[config.mk]
export PLATFORM = sky130hd
export DESIGN_NAME = line_follower_pid_steering
export DESIGN_NICKNAME = d
export VERILOG_FILES = /design/src/sv/lfps_pkg.sv /design/src/sv/line_follower_pid_steering.sv /design/src/sv/lfps_csr.sv /design/src/sv/lfps_dp.sv /design/src/sv/lfps_ctrl.sv
export SDC_FILE = /design/constraint.sdc
export NUM_CORES = 2
export LEC_CHECK = 0
export BUFFER_PORTS_ARGS = -buffer_cell sky130_fd_sc_hd__buf_2
export CORE_UTILIZATION = 35
export DETAILED_ROUTE_END_ITERATION = 8
export HOLD_SLACK_MARGIN = 0.05
export PLACE_DENSITY = 0.47
export SLEW_MARGIN = 30
export SYNTH_ARGS = -nofsm -noshare
export SYNTH_HDL_FRONTEND = slang
export SYNTH_HIERARCHICAL = 1
export SYNTH_SLANG_ARGS = --single-unit
[constraint.sdc]
create_clock -name clock -period 24 [get_ports clock]
set_input_delay 2.4 -clock clock [delete_from_list [all_inputs] [get_ports clock]]
set_output_delay 2.4 -clock clock [all_outputs]
set_load 0.02 [all_outputs]
[src/sv/lfps_pkg.sv]
// ----------------------------------------------------------------------------
// lfps_pkg
// Shared types, constants and a helper function of the steering controller.
// ----------------------------------------------------------------------------
`default_nettype none

package lfps_pkg;

   // default parameter values
   localparam int SAMPLE_BITS_DEF   = 10;
   localparam int INTEGRAL_BITS_DEF = 32;

   // sensor array and centroid
   localparam int NUM_SAMPLES  = 7;
   localparam int WEIGHT_STEP  = 1000;
   localparam int WEIGHT_BITS  = 13;
   localparam int CENTRE       = 3000;
   localparam int POS_BITS     = 13;
   localparam int ERR_BITS     = 13;
   localparam int DERIV_BITS   = 14;
   localparam int QUOT_BITS    = 13;
   localparam int CNT_BITS     = 4;
   localparam int PID_STEPS    = 8;

   // gains, multiplier and accumulator
   localparam int GAIN_BITS     = 16;
   localparam int FRAC_BITS     = 12;
   localparam int ISUM_EXT_BITS = 48;
   localparam int SLICE_BITS    = 24;
   localparam int MUL_A_BITS    = GAIN_BITS + 1;
   localparam int MUL_B_BITS    = SLICE_BITS + 1;
   localparam int PROD_BITS     = MUL_A_BITS + MUL_B_BITS;
   localparam int ACC_BITS      = 64;
   localparam logic signed [ACC_BITS-1:0] TERM_LIMIT = 64'sh0000_0100_0000_0000;

   // duties and output beat
   localparam int DUTY_BITS     = 8;
   localparam int RSP_DATA_BITS = 48;

   // configuration port
   localparam int CSR_INDEX_BITS = 2;
   localparam int CSR_DATA_BITS  = 16;
   localparam logic [GAIN_BITS-1:0] KP_RESET   = 16'd205;
   localparam logic [GAIN_BITS-1:0] KI_RESET   = 16'd0;
   localparam logic [GAIN_BITS-1:0] KD_RESET   = 16'd410;
   localparam logic [DUTY_BITS-1:0] BASE_RESET = 8'd120;

   typedef enum logic [CSR_INDEX_BITS-1:0] {
      CSR_KP   = 2'd0,
      CSR_KI   = 2'd1,
      CSR_KD   = 2'd2,
      CSR_BASE = 2'd3
   } lfps_csr_idx_type;

   typedef struct packed {
      logic [GAIN_BITS-1:0] kp;
      logic [GAIN_BITS-1:0] ki;
      logic [GAIN_BITS-1:0] kd;
      logic [DUTY_BITS-1:0] base;
   } lfps_cfg_type;

   // multiplier operand select
   typedef enum logic [1:0] {
      MUL_KI_LO = 2'd0,
      MUL_KI_HI = 2'd1,
      MUL_KP    = 2'd2,
      MUL_KD    = 2'd3
   } lfps_mul_sel_type;

   // accumulator operation
   typedef enum logic [2:0] {
      ACC_HOLD   = 3'd0,
      ACC_LOAD   = 3'd1,
      ACC_ADD    = 3'd2,
      ACC_ADD_HI = 3'd3,
      ACC_CLAMP  = 3'd4
   } lfps_acc_op_type;

   // controller states
   typedef enum logic [8:0] {
      S_IDLE = 9'b000000001,
      S_SUM  = 9'b000000010,
      S_DVI  = 9'b000000100,
      S_DIV  = 9'b000001000,
      S_POS  = 9'b000010000,
      S_ERR  = 9'b000100000,
      S_INT  = 9'b001000000,
      S_PID  = 9'b010000000,
      S_OUT  = 9'b100000000
   } lfps_state_type;

   typedef struct packed {
      logic             load;
      logic             sum_en;
      logic [2:0]       sum_sel;
      logic             div_init;
      logic             div_step;
      logic             pos_upd;
      logic             err_calc;
      logic             int_upd;
      logic             mul_en;
      lfps_mul_sel_type mul_sel;
      lfps_acc_op_type  acc_op;
      logic             out_load;
   } lfps_cmd_type;

   typedef struct packed {
      logic total_zero;
   } lfps_sts_type;

   // sensor weight, 1000 per position
   function automatic logic [WEIGHT_BITS-1:0] weight_of(input logic [2:0] k);
      logic [WEIGHT_BITS-1:0] w;
      case (k)
         3'd0:    w = 13'd0;
         3'd1:    w = 13'd1000;
         3'd2:    w = 13'd2000;
         3'd3:    w = 13'd3000;
         3'd4:    w = 13'd4000;
         3'd5:    w = 13'd5000;
         3'd6:    w = 13'd6000;
         default: w = 13'd0;
      endcase
      return w;
   endfunction

endpackage

`default_nettype wire

[src/sv/line_follower_pid_steering.sv]
// ----------------------------------------------------------------------------
// line_follower_pid_steering
// Weighted-centroid line position and PID steering to two motor duties.
//
//   channel  direction  beat contents
//   req_     in         tdata: seven samples; tuser: restart flag
//   rsp_     out        tdata: left, right duty, line position, line error
//   csr_     in         index 0..3 (kp, ki, kd, base speed), 16-bit data
//
// An item is accepted in idle and then passes through the sums, the restoring
// divider (set-up, then one quotient bit a cycle), the error update, the
// shared multiplier and accumulator and the load of the output register;
// the block returns to idle before the next item can be taken.
// The result sits in an output register; the next item is accepted while it
// waits, and only the final load stalls behind an untaken result.
// Reset clears the gains to their defaults and the PID state to zero.
// ----------------------------------------------------------------------------
`default_nettype none

module line_follower_pid_steering #(
   parameter int SAMPLE_BITS   = lfps_pkg::SAMPLE_BITS_DEF,
   parameter int INTEGRAL_BITS = lfps_pkg::INTEGRAL_BITS_DEF
) (
   input  wire logic                                clock,
   input  wire logic                                reset,
   input  wire logic                                req_tvalid,
   output logic                                     req_tready,
   // sample_one .. sample_seven, then zero fill
   input  wire logic [((lfps_pkg::NUM_SAMPLES*SAMPLE_BITS+7)/8)*8-1:0] req_tdata,
   // restart
   input  wire logic                                req_tuser,
   output logic                                     rsp_tvalid,
   input  wire logic                                rsp_tready,
   // left_speed, right_speed, line_position, line_error, then zero fill
   output logic [lfps_pkg::RSP_DATA_BITS-1:0]       rsp_tdata,
   input  wire logic                                csr_valid,
   output logic                                     csr_ready,
   input  wire logic [lfps_pkg::CSR_INDEX_BITS-1:0] csr_index,
   input  wire logic [lfps_pkg::CSR_DATA_BITS-1:0]  csr_data
);

   lfps_pkg::lfps_cfg_type cfg;
   lfps_pkg::lfps_cmd_type cmd;
   lfps_pkg::lfps_sts_type sts;

   // configuration registers
   lfps_csr u_csr (
      .clock     (clock),
      .reset     (reset),
      .csr_valid (csr_valid),
      .csr_ready (csr_ready),
      .csr_index (csr_index),
      .csr_data  (csr_data),
      .cfg       (cfg)
   );

   // sequencer
   lfps_ctrl u_ctrl (
      .clock      (clock),
      .reset      (reset),
      .req_tvalid (req_tvalid),
      .req_tready (req_tready),
      .rsp_tvalid (rsp_tvalid),
      .rsp_tready (rsp_tready),
      .sts        (sts),
      .cmd        (cmd)
   );

   // datapath
   lfps_dp #(
      .SAMPLE_BITS   (SAMPLE_BITS),
      .INTEGRAL_BITS (INTEGRAL_BITS)
   ) u_dp (
      .clock     (clock),
      .reset     (reset),
      .req_tdata (req_tdata),
      .req_tuser (req_tuser),
      .cfg       (cfg),
      .cmd       (cmd),
      .sts       (sts),
      .rsp_tdata (rsp_tdata)
   );

endmodule

`default_nettype wire

[src/sv/lfps_csr.sv]
// ----------------------------------------------------------------------------
// lfps_csr
// Gain and base speed registers behind the configuration write channel.
// ----------------------------------------------------------------------------
`default_nettype none

module lfps_csr (
   input  wire logic                                 clock,
   input  wire logic                                 reset,
   input  wire logic                                 csr_valid,
   output logic                                      csr_ready,
   input  wire logic [lfps_pkg::CSR_INDEX_BITS-1:0]  csr_index,
   input  wire logic [lfps_pkg::CSR_DATA_BITS-1:0]   csr_data,
   output lfps_pkg::lfps_cfg_type                    cfg
);

   lfps_pkg::lfps_cfg_type cfg_ff;
   lfps_pkg::lfps_cfg_type cfg_in;

   // writes are always taken
   assign csr_ready = 1'b1;
   assign cfg       = cfg_ff;

   // register write decode
   always_comb begin
      cfg_in = cfg_ff;
      if (csr_valid) begin
         case (csr_index)
            lfps_pkg::CSR_KP:   cfg_in.kp   = csr_data;
            lfps_pkg::CSR_KI:   cfg_in.ki   = csr_data;
            lfps_pkg::CSR_KD:   cfg_in.kd   = csr_data;
            lfps_pkg::CSR_BASE: cfg_in.base = csr_data[lfps_pkg::DUTY_BITS-1:0];
            default:            cfg_in      = cfg_ff;
         endcase
      end
   end

   always_ff @(posedge clock) begin
      if (reset) begin
         cfg_ff.kp   <= lfps_pkg::KP_RESET;
         cfg_ff.ki   <= lfps_pkg::KI_RESET;
         cfg_ff.kd   <= lfps_pkg::KD_RESET;
         cfg_ff.base <= lfps_pkg::BASE_RESET;
      end else begin
         cfg_ff <= cfg_in;
      end
   end

endmodule

`default_nettype wire

[src/sv/lfps_dp.sv]
// ----------------------------------------------------------------------------
// lfps_dp
// Datapath: centroid sums, restoring divider, PID state, shared multiplier,
// accumulator and output register.
// ----------------------------------------------------------------------------
`default_nettype none

module lfps_dp #(
   parameter int SAMPLE_BITS   = lfps_pkg::SAMPLE_BITS_DEF,
   parameter int INTEGRAL_BITS = lfps_pkg::INTEGRAL_BITS_DEF
) (
   input  wire logic                                clock,
   input  wire logic                                reset,
   input  wire logic [((lfps_pkg::NUM_SAMPLES*SAMPLE_BITS+7)/8)*8-1:0] req_tdata,
   input  wire logic                                req_tuser,
   input  wire lfps_pkg::lfps_cfg_type              cfg,
   input  wire lfps_pkg::lfps_cmd_type              cmd,
   output lfps_pkg::lfps_sts_type                   sts,
   output logic [lfps_pkg::RSP_DATA_BITS-1:0]       rsp_tdata
);

   localparam int SUM_BITS = SAMPLE_BITS + 15;
   localparam int TOT_BITS = SAMPLE_BITS + 3;
   localparam int WPROD_BITS = SAMPLE_BITS + lfps_pkg::WEIGHT_BITS;
   localparam int ACC_BITS = lfps_pkg::ACC_BITS;

   // captured samples
   logic [SAMPLE_BITS-1:0] smp_ff [lfps_pkg::NUM_SAMPLES];

   // centroid sums and divider
   logic [SUM_BITS-1:0]             wsum_ff, wsum_in;
   logic [TOT_BITS-1:0]             tot_ff, tot_in;
   logic [SUM_BITS-1:0]             rem_ff, den_ff;
   logic [lfps_pkg::QUOT_BITS-1:0]  quot_ff;
   logic [SAMPLE_BITS-1:0]          smp_sel;
   logic [WPROD_BITS-1:0]           wprod;
   logic [SUM_BITS:0]               div_diff;
   logic                            div_ge;

   // controller state
   logic [lfps_pkg::POS_BITS-1:0]          pos_ff;
   logic signed [INTEGRAL_BITS-1:0]        esum_ff;
   logic signed [INTEGRAL_BITS:0]          esum_wide;
   logic signed [lfps_pkg::ERR_BITS-1:0]   prev_ff, err_ff;
   logic signed [lfps_pkg::DERIV_BITS-1:0] deriv_ff, err_wide;

   // multiplier and accumulator
   logic signed [lfps_pkg::ISUM_EXT_BITS-1:0] esum_ext;
   logic [lfps_pkg::GAIN_BITS-1:0]            gain;
   logic signed [lfps_pkg::MUL_A_BITS-1:0]    mul_a;
   logic signed [lfps_pkg::MUL_B_BITS-1:0]    mul_b;
   logic signed [lfps_pkg::PROD_BITS-1:0]     prod_ff;
   logic signed [ACC_BITS-1:0]                prod_ext, acc_ff, acc_in;
   logic signed [ACC_BITS-1:0]                base_q, lsum, rsum;

   // output register
   logic [lfps_pkg::DUTY_BITS-1:0] left_ff, right_ff;
   logic [lfps_pkg::POS_BITS-1:0]  opos_ff;
   logic [lfps_pkg::ERR_BITS-1:0]  oerr_ff;

   // truncated duty clamped to 0..255
   function automatic logic [lfps_pkg::DUTY_BITS-1:0] duty_of(
      input logic signed [lfps_pkg::ACC_BITS-1:0] v);
      logic [lfps_pkg::DUTY_BITS-1:0] d;
      if (v[lfps_pkg::ACC_BITS-1]) begin
         d = '0;
      end else if (|v[lfps_pkg::ACC_BITS-1:lfps_pkg::FRAC_BITS+lfps_pkg::DUTY_BITS]) begin
         d = '1;
      end else begin
         d = v[lfps_pkg::FRAC_BITS+lfps_pkg::DUTY_BITS-1:lfps_pkg::FRAC_BITS];
      end
      return d;
   endfunction

   // sample capture
   always_ff @(posedge clock) begin
      if (cmd.load) begin
         for (int k = 0; k < lfps_pkg::NUM_SAMPLES; k++) begin
            smp_ff[k] <= req_tdata[k*SAMPLE_BITS +: SAMPLE_BITS];
         end
      end
   end

   // weighted and plain sums, one sensor a cycle
   assign smp_sel = smp_ff[cmd.sum_sel];
   assign wprod   = smp_sel * lfps_pkg::weight_of(cmd.sum_sel);
   assign wsum_in = wsum_ff + SUM_BITS'(wprod);
   assign tot_in  = tot_ff + TOT_BITS'(smp_sel);

   always_ff @(posedge clock) begin
      if (cmd.load) begin
         wsum_ff <= '0;
         tot_ff  <= '0;
      end else if (cmd.sum_en) begin
         wsum_ff <= wsum_in;
         tot_ff  <= tot_in;
      end
   end

   assign sts.total_zero = (tot_ff == '0);

   // restoring divider, one quotient bit a cycle
   assign div_diff = {1'b0, rem_ff} - {1'b0, den_ff};
   assign div_ge   = ~div_diff[SUM_BITS];

   always_ff @(posedge clock) begin
      if (cmd.div_init) begin
         rem_ff  <= wsum_ff;
         den_ff  <= {tot_ff, {(lfps_pkg::QUOT_BITS-1){1'b0}}};
         quot_ff <= '0;
      end else if (cmd.div_step) begin
         if (div_ge) begin
            rem_ff <= div_diff[SUM_BITS-1:0];
         end
         den_ff  <= den_ff >> 1;
         quot_ff <= {quot_ff[lfps_pkg::QUOT_BITS-2:0], div_ge};
      end
   end

   // error and its saturating integral
   assign err_wide  = $signed({1'b0, pos_ff}) - $signed(14'(lfps_pkg::CENTRE));
   assign esum_wide = (INTEGRAL_BITS+1)'(esum_ff) + (INTEGRAL_BITS+1)'(err_ff);

   always_ff @(posedge clock) begin
      if (reset) begin
         pos_ff  <= '0;
         esum_ff <= '0;
         prev_ff <= '0;
      end else begin
         if (cmd.load && req_tuser) begin
            esum_ff <= '0;
            prev_ff <= '0;
         end
         if (cmd.pos_upd && !sts.total_zero) begin
            pos_ff <= quot_ff;
         end
         if (cmd.int_upd) begin
            if (esum_wide[INTEGRAL_BITS] != esum_wide[INTEGRAL_BITS-1]) begin
               esum_ff <= esum_wide[INTEGRAL_BITS] ?
                          $signed({1'b1, {(INTEGRAL_BITS-1){1'b0}}}) :
                          $signed({1'b0, {(INTEGRAL_BITS-1){1'b1}}});
            end else begin
               esum_ff <= esum_wide[INTEGRAL_BITS-1:0];
            end
            prev_ff <= err_ff;
         end
      end
   end

   always_ff @(posedge clock) begin
      if (cmd.err_calc) begin
         err_ff <= err_wide[lfps_pkg::ERR_BITS-1:0];
      end
      if (cmd.int_upd) begin
         deriv_ff <= lfps_pkg::DERIV_BITS'(err_ff) - lfps_pkg::DERIV_BITS'(prev_ff);
      end
   end

   // shared multiplier, integral term split in two slices
   assign esum_ext = lfps_pkg::ISUM_EXT_BITS'(esum_ff);

   always_comb begin
      case (cmd.mul_sel)
         lfps_pkg::MUL_KI_LO: begin
            gain  = cfg.ki;
            mul_b = $signed({1'b0, esum_ext[lfps_pkg::SLICE_BITS-1:0]});
         end
         lfps_pkg::MUL_KI_HI: begin
            gain  = cfg.ki;
            mul_b = $signed({esum_ext[lfps_pkg::ISUM_EXT_BITS-1],
                             esum_ext[lfps_pkg::ISUM_EXT_BITS-1:lfps_pkg::SLICE_BITS]});
         end
         lfps_pkg::MUL_KP: begin
            gain  = cfg.kp;
            mul_b = lfps_pkg::MUL_B_BITS'(err_ff);
         end
         lfps_pkg::MUL_KD: begin
            gain  = cfg.kd;
            mul_b = lfps_pkg::MUL_B_BITS'(deriv_ff);
         end
         default: begin
            gain  = cfg.kp;
            mul_b = '0;
         end
      endcase
   end

   assign mul_a = $signed({1'b0, gain});

   always_ff @(posedge clock) begin
      if (cmd.mul_en) begin
         prod_ff <= mul_a * mul_b;
      end
   end

   // accumulator
   assign prod_ext = ACC_BITS'(prod_ff);

   always_comb begin
      case (cmd.acc_op)
         lfps_pkg::ACC_LOAD:   acc_in = prod_ext;
         lfps_pkg::ACC_ADD:    acc_in = acc_ff + prod_ext;
         lfps_pkg::ACC_ADD_HI: acc_in = acc_ff + (prod_ext <<< lfps_pkg::SLICE_BITS);
         lfps_pkg::ACC_CLAMP: begin
            if (acc_ff > lfps_pkg::TERM_LIMIT) begin
               acc_in = lfps_pkg::TERM_LIMIT;
            end else if (acc_ff < -lfps_pkg::TERM_LIMIT) begin
               acc_in = -lfps_pkg::TERM_LIMIT;
            end else begin
               acc_in = acc_ff;
            end
         end
         default:              acc_in = acc_ff;
      endcase
   end

   always_ff @(posedge clock) begin
      acc_ff <= acc_in;
   end

   // motor duties
   assign base_q = ACC_BITS'($signed({1'b0, cfg.base, {lfps_pkg::FRAC_BITS{1'b0}}}));
   assign lsum   = base_q + acc_ff;
   assign rsum   = base_q - acc_ff;

   always_ff @(posedge clock) begin
      if (cmd.out_load) begin
         left_ff  <= duty_of(lsum);
         right_ff <= duty_of(rsum);
         opos_ff  <= pos_ff;
         oerr_ff  <= err_ff;
      end
   end

   assign rsp_tdata = {6'b0, oerr_ff, opos_ff, right_ff, left_ff};

endmodule

`default_nettype wire

[src/sv/lfps_ctrl.sv]
// ----------------------------------------------------------------------------
// lfps_ctrl
// Sequencer: steps the datapath through sums, division, PID and output.
// ----------------------------------------------------------------------------
`default_nettype none

module lfps_ctrl (
   input  wire logic                   clock,
   input  wire logic                   reset,
   input  wire logic                   req_tvalid,
   output logic                        req_tready,
   output logic                        rsp_tvalid,
   input  wire logic                   rsp_tready,
   input  wire lfps_pkg::lfps_sts_type sts,
   output lfps_pkg::lfps_cmd_type      cmd
);

   lfps_pkg::lfps_state_type        state_ff, state_in;
   logic [lfps_pkg::CNT_BITS-1:0]   cnt_ff, cnt_in;
   logic                            rsp_valid_ff, rsp_valid_in;

   // next state and datapath commands
   always_comb begin
      state_in   = state_ff;
      cnt_in     = cnt_ff;
      cmd        = '0;
      req_tready = 1'b0;
      case (state_ff)
         lfps_pkg::S_IDLE: begin
            req_tready = 1'b1;
            if (req_tvalid) begin
               cmd.load = 1'b1;
               cnt_in   = '0;
               state_in = lfps_pkg::S_SUM;
            end
         end
         lfps_pkg::S_SUM: begin
            cmd.sum_en  = 1'b1;
            cmd.sum_sel = cnt_ff[2:0];
            if (cnt_ff == lfps_pkg::CNT_BITS'(lfps_pkg::NUM_SAMPLES-1)) begin
               state_in = lfps_pkg::S_DVI;
            end else begin
               cnt_in = cnt_ff + 1'b1;
            end
         end
         lfps_pkg::S_DVI: begin
            cmd.div_init = 1'b1;
            cnt_in       = '0;
            state_in     = lfps_pkg::S_DIV;
         end
         lfps_pkg::S_DIV: begin
            cmd.div_step = 1'b1;
            if (cnt_ff == lfps_pkg::CNT_BITS'(lfps_pkg::QUOT_BITS-1)) begin
               state_in = lfps_pkg::S_POS;
            end else begin
               cnt_in = cnt_ff + 1'b1;
            end
         end
         lfps_pkg::S_POS: begin
            cmd.pos_upd = 1'b1;
            state_in    = lfps_pkg::S_ERR;
         end
         lfps_pkg::S_ERR: begin
            cmd.err_calc = 1'b1;
            state_in     = lfps_pkg::S_INT;
         end
         lfps_pkg::S_INT: begin
            cmd.int_upd = 1'b1;
            cnt_in      = '0;
            state_in    = lfps_pkg::S_PID;
         end
         lfps_pkg::S_PID: begin
            // even steps multiply, odd steps accumulate; step four also clamps the integral term
            cmd.mul_en  = ~cnt_ff[0];
            cmd.mul_sel = lfps_pkg::lfps_mul_sel_type'(cnt_ff[2:1]);
            case (cnt_ff[2:0])
               3'd1:    cmd.acc_op = lfps_pkg::ACC_LOAD;
               3'd3:    cmd.acc_op = lfps_pkg::ACC_ADD_HI;
               3'd4:    cmd.acc_op = lfps_pkg::ACC_CLAMP;
               3'd5:    cmd.acc_op = lfps_pkg::ACC_ADD;
               3'd7:    cmd.acc_op = lfps_pkg::ACC_ADD;
               default: cmd.acc_op = lfps_pkg::ACC_HOLD;
            endcase
            if (cnt_ff == lfps_pkg::CNT_BITS'(lfps_pkg::PID_STEPS-1)) begin
               state_in = lfps_pkg::S_OUT;
            end else begin
               cnt_in = cnt_ff + 1'b1;
            end
         end
         lfps_pkg::S_OUT: begin
            if (!rsp_valid_ff || rsp_tready) begin
               cmd.out_load = 1'b1;
               state_in     = lfps_pkg::S_IDLE;
            end
         end
         default: begin
            state_in = lfps_pkg::S_IDLE;
         end
      endcase
   end

   // output beat valid
   always_comb begin
      if (cmd.out_load) begin
         rsp_valid_in = 1'b1;
      end else if (rsp_tready) begin
         rsp_valid_in = 1'b0;
      end else begin
         rsp_valid_in = rsp_valid_ff;
      end
   end

   assign rsp_tvalid = rsp_valid_ff;

   always_ff @(posedge clock) begin
      if (reset) begin
         state_ff     <= lfps_pkg::S_IDLE;
         cnt_ff       <= '0;
         rsp_valid_ff <= 1'b0;
      end else begin
         state_ff     <= state_in;
         cnt_ff       <= cnt_in;
         rsp_valid_ff <= rsp_valid_in;
      end
   end

endmodule

`default_nettype wire

==> results.md <==
- Drc violations: 0
- Worst Hold Path EP: u_dp/err_ff[2]$_DFFE_PP_
- Pre-CTS setup slack: 13.34 ns
- Total length of routed wires: 142100 microns
- Fin util: 38.97%
- Worst flop-to-flop path endpoint: u_dp/prod_ff[34]$_DFFE_PP_
- Iter 0 DRT Violations: 2242
- Setup bufs post-CTS: 0
- Setup CP Type: flop to flop
- Critical Path RT: 24.39 ns
- Largest cells by area after synthesis: fa_1, edfxtp_1, ha_1
- Final Non-Filler Cells: 7448
- Worst Setup End Kind: flop
- Pwr per Cell Area: 37.43 nW/um^2
- Arrival time at the worst endpoint: 10.96 ns
- Placed cell areas: 51960 sq um
- First-pass GRT wire length: 225100 microns
- Worst-skew pair later-pin latency: 0.67 ns
- Wire length per cell: 19.08 microns
- Final period utilization: 44.03%
- FMAX: 94.62 MHz
- Clock sinks: 471
- Ys flop type: edfxtp_1
- Core Box Area: 139400 sq um
- Worst setup SP type: flop
- Die Wd: 376.8 microns
- Critical path's slowest cell: a21oi_4
- Reg2reg start: u_ctrl/state_ff[4]$_SDFFE_PP0P_
- Worst VDD drop: 0.00004111 V
- Port bufs: 137
- Antenna violations before repair: 2
- CTS Buf Count: 67
- Hold path startpoint: u_dp/pos_ff[2]$_SDFFE_PP0P_
- Total GRT Usage: 20.31%
- Vias: 38290
- Setup WS post-layout: 13.43 ns
- Share of the synthesized area in the top cell type: 19.54%
- Clk Tree Root Cell: clkbuf_16
- Max Cap Violations: 0
- Flop-to-flop setup slack: 13.43 ns
- Worst-path fanout max: 29
- Final GP Congestion: 0.8778
- Clock-pin slew on the worst setup and hold paths: 0.05 ns
- Yosys warnings: 6
- Hold_ws: 0.4638 ns
- Largest net degree at the start of global routing: 90
- R2R depth: 28
- Clock Path Buffers: 3
- TNS Setup: 0 ns
- Pwr Total: 2.033 mW
- Drt pass-1 iters: 5
- Nets: 6460
- Placed Cells: 7321
- Slew headroom: 33.13%
- Worst min path class: flop to flop
- I/O Pins: 147
- Hold Path Depth: 0
- GRT Residual Overflow: 0
- H-tree lvl count: 3
- Cell taking the most area after synthesis: fa_1
- Final Hold Vio Count: 0
- # rows: 137
- Area grow syn2layout: 10.47%
- Final Instance Area: 54310 sq um
- Slew Limit Fails: 0
- DPL Wire Length: 108900 microns
- Synth Area per Inst: 9.003 sq um
- Leak Pwr: 23.25 nW
- Synth cell types: 109
- Clock Skew: 0.03188 ns
- Yosys reg bits: 471
- Vias per inst: 5.141
- Worst-Margin Slew: 1.001 ns
- Outcome: finished, final reports clean
- Minimum clock period: 10.57 ns
- Cells after Synth: 5461
- Post-synthesis sequential area ratio: 24.94%
- Remaining antenna violation count after routing: 0
- Die extent in y: 376.8 microns
- Number of global-route vias before repair: 39240
- Share of cells above drive strength 1: 8.187%
- EDFF count, synth: 283
- CTS resizes: 0
- Post-cts hold buffer count: 0
- Top cell by count, worst path: fa_1
- Final setup violating endpoints: 0
- Worst stage delay on the critical path: 0.81 ns
- RSZ-0062 raised after global routing: false
- CTS tree: yes
- Initial core utilization: 35.28%
- Die area: 142000 sq um
- Mapped cell area: 49160 sq um
- Async SR Flop Fraction: 0%
-- cells by family after synthesis --
| family | after synthesis | synth area share, % |
|---|---|---|
| AO/OA/AOI/OAI | 1025 | 13.44 |
| XOR/XNOR | 243 | 4.398 |
| adder cells (fa/ha/maj) | 848 | 28.91 |
| buffers and inverters | 970 | 7.627 |
| flip-flops | 471 | 24.94 |
| multiplexers | 190 | 4.227 |
| other | 2 | 0.01528 |
| AND/OR/NAND/NOR | 1712 | 16.44 |
-- state kept, by name, indices dropped and copies added, names as in the netlist, 14 cells and up --
signal,flops
u_dp/smp_ff,70
u_dp/den_ff,25
u_dp/deriv_ff,14
u_dp/rem_ff,25
u_dp/esum_ff,32
u_csr/cfg,56
u_dp/prod_ff,42
u_dp/wsum_ff,22
u_dp/acc_ff,64
-- cells in the mapped netlist, types with 20 or more instances --
| cell | n |
|---|---|
| nor2_1 | 518 |
| nand2b_1 | 106 |
| a21o_1 | 115 |
| dfxtp_1 | 188 |
| nand3_1 | 79 |
| xnor2_1 | 161 |
| and2_1 | 38 |
| mux2_2 | 20 |
| nand2_1 | 576 |
| and3_1 | 41 |
| a31oi_1 | 31 |
| fa_1 | 480 |
| clkbuf_1 | 172 |
| o21bai_1 | 32 |
| o21a_1 | 56 |
| a211oi_1 | 31 |
| nor4_1 | 22 |
| nor3_1 | 83 |
| or3_1 | 26 |
| nand4_1 | 47 |
| a22oi_1 | 28 |
| inv_1 | 748 |
| xor2_1 | 79 |
| mux2i_1 | 157 |
| a21oi_1 | 255 |
| nor2b_1 | 73 |
| or2_2 | 23 |
| o21ai_1 | 24 |
| o21ai_0 | 246 |
| ha_1 | 367 |
| edfxtp_1 | 283 |
| o221ai_1 | 20 |
-- final cells by class --
cell class                      count  area, sq um
Timing Repair Buffer              201         1234
Multi-Input combinational cell   4025        33390
Tap cell                         1876         2347
Fill cell                       14150        85050
Clock buffer                       86         1788
Antenna cell                        2        5.005
Clock inverter                     36        462.9
Inverter                          751         2821
Sequential cell                   471        12260
-- critical path, delay by kind of cell (launching register included) --
kind | cells | cell delay, ns
flops | 1 | 0.36
compound gates | 9 | 2.51
mux | 1 | 0.22
buf+inv | 4 | 0.76
fa+ha+maj | 7 | 3.54
simple gates | 6 | 2.67
xor+xnor | 1 | 0.09
-- power breakdown --
part,leakage (nW),internal [mW],switching [mW]
clock network,1.07,0.611,0.416
registers,3.78,0.874,0.00983
logic,18.4,0.0420,0.0802
-- cells in the final DEF, fill, tap and decap left out, types with 22 or more instances in the layout --
cell type,n
inv_1,746
nand2_1,575
nor2_1,514
fa_1,480
ha_1,367
edfxtp_1,283
a21oi_1,246
o21ai_0,240
dfxtp_1,188
xnor2_1,161
mux2i_1,157
buf_2,136
a21o_1,115
nand2b_1,106
nor3_1,80
nand3_1,79
xor2_1,79
nor2b_1,70
clkbuf_16,68
buf_4,60
o21a_1,56
nand4_1,47
and3_1,40
and2_1,39
o21bai_1,32
a211oi_1,31
a31oi_1,31
a22oi_1,28
or3_1,26
or2_2,23
nor4_1,22
-- how the worst max path moves through the flow --
stage | start | cells past startpoint | end
after floorplan | u_ctrl/state_ff[1]$_SDFFE_PP0P_ | 32 | u_dp/prod_ff[34]$_DFFE_PP_
after global placement | u_ctrl/state_ff[4]$_SDFFE_PP0P_ | 28 | u_dp/prod_ff[34]$_DFFE_PP_
after detailed placement | u_ctrl/state_ff[4]$_SDFFE_PP0P_ | 28 | u_dp/prod_ff[34]$_DFFE_PP_
after CTS | u_ctrl/state_ff[4]$_SDFFE_PP0P_ | 28 | u_dp/prod_ff[34]$_DFFE_PP_
after global routing | u_ctrl/state_ff[4]$_SDFFE_PP0P_ | 28 | u_dp/prod_ff[34]$_DFFE_PP_
final | u_ctrl/state_ff[4]$_SDFFE_PP0P_ | 28 | u_dp/prod_ff[34]$_DFFE_PP_
-- routing by layer --
layer  GRT usage [%]  part of all wire (%)
met5               0                     0
met4           4.717                   1.7
met3           2.261                   3.7
met2           34.11                    48
met1           27.86                    47
No activity file was read; power rests on OpenSTA's default activity.
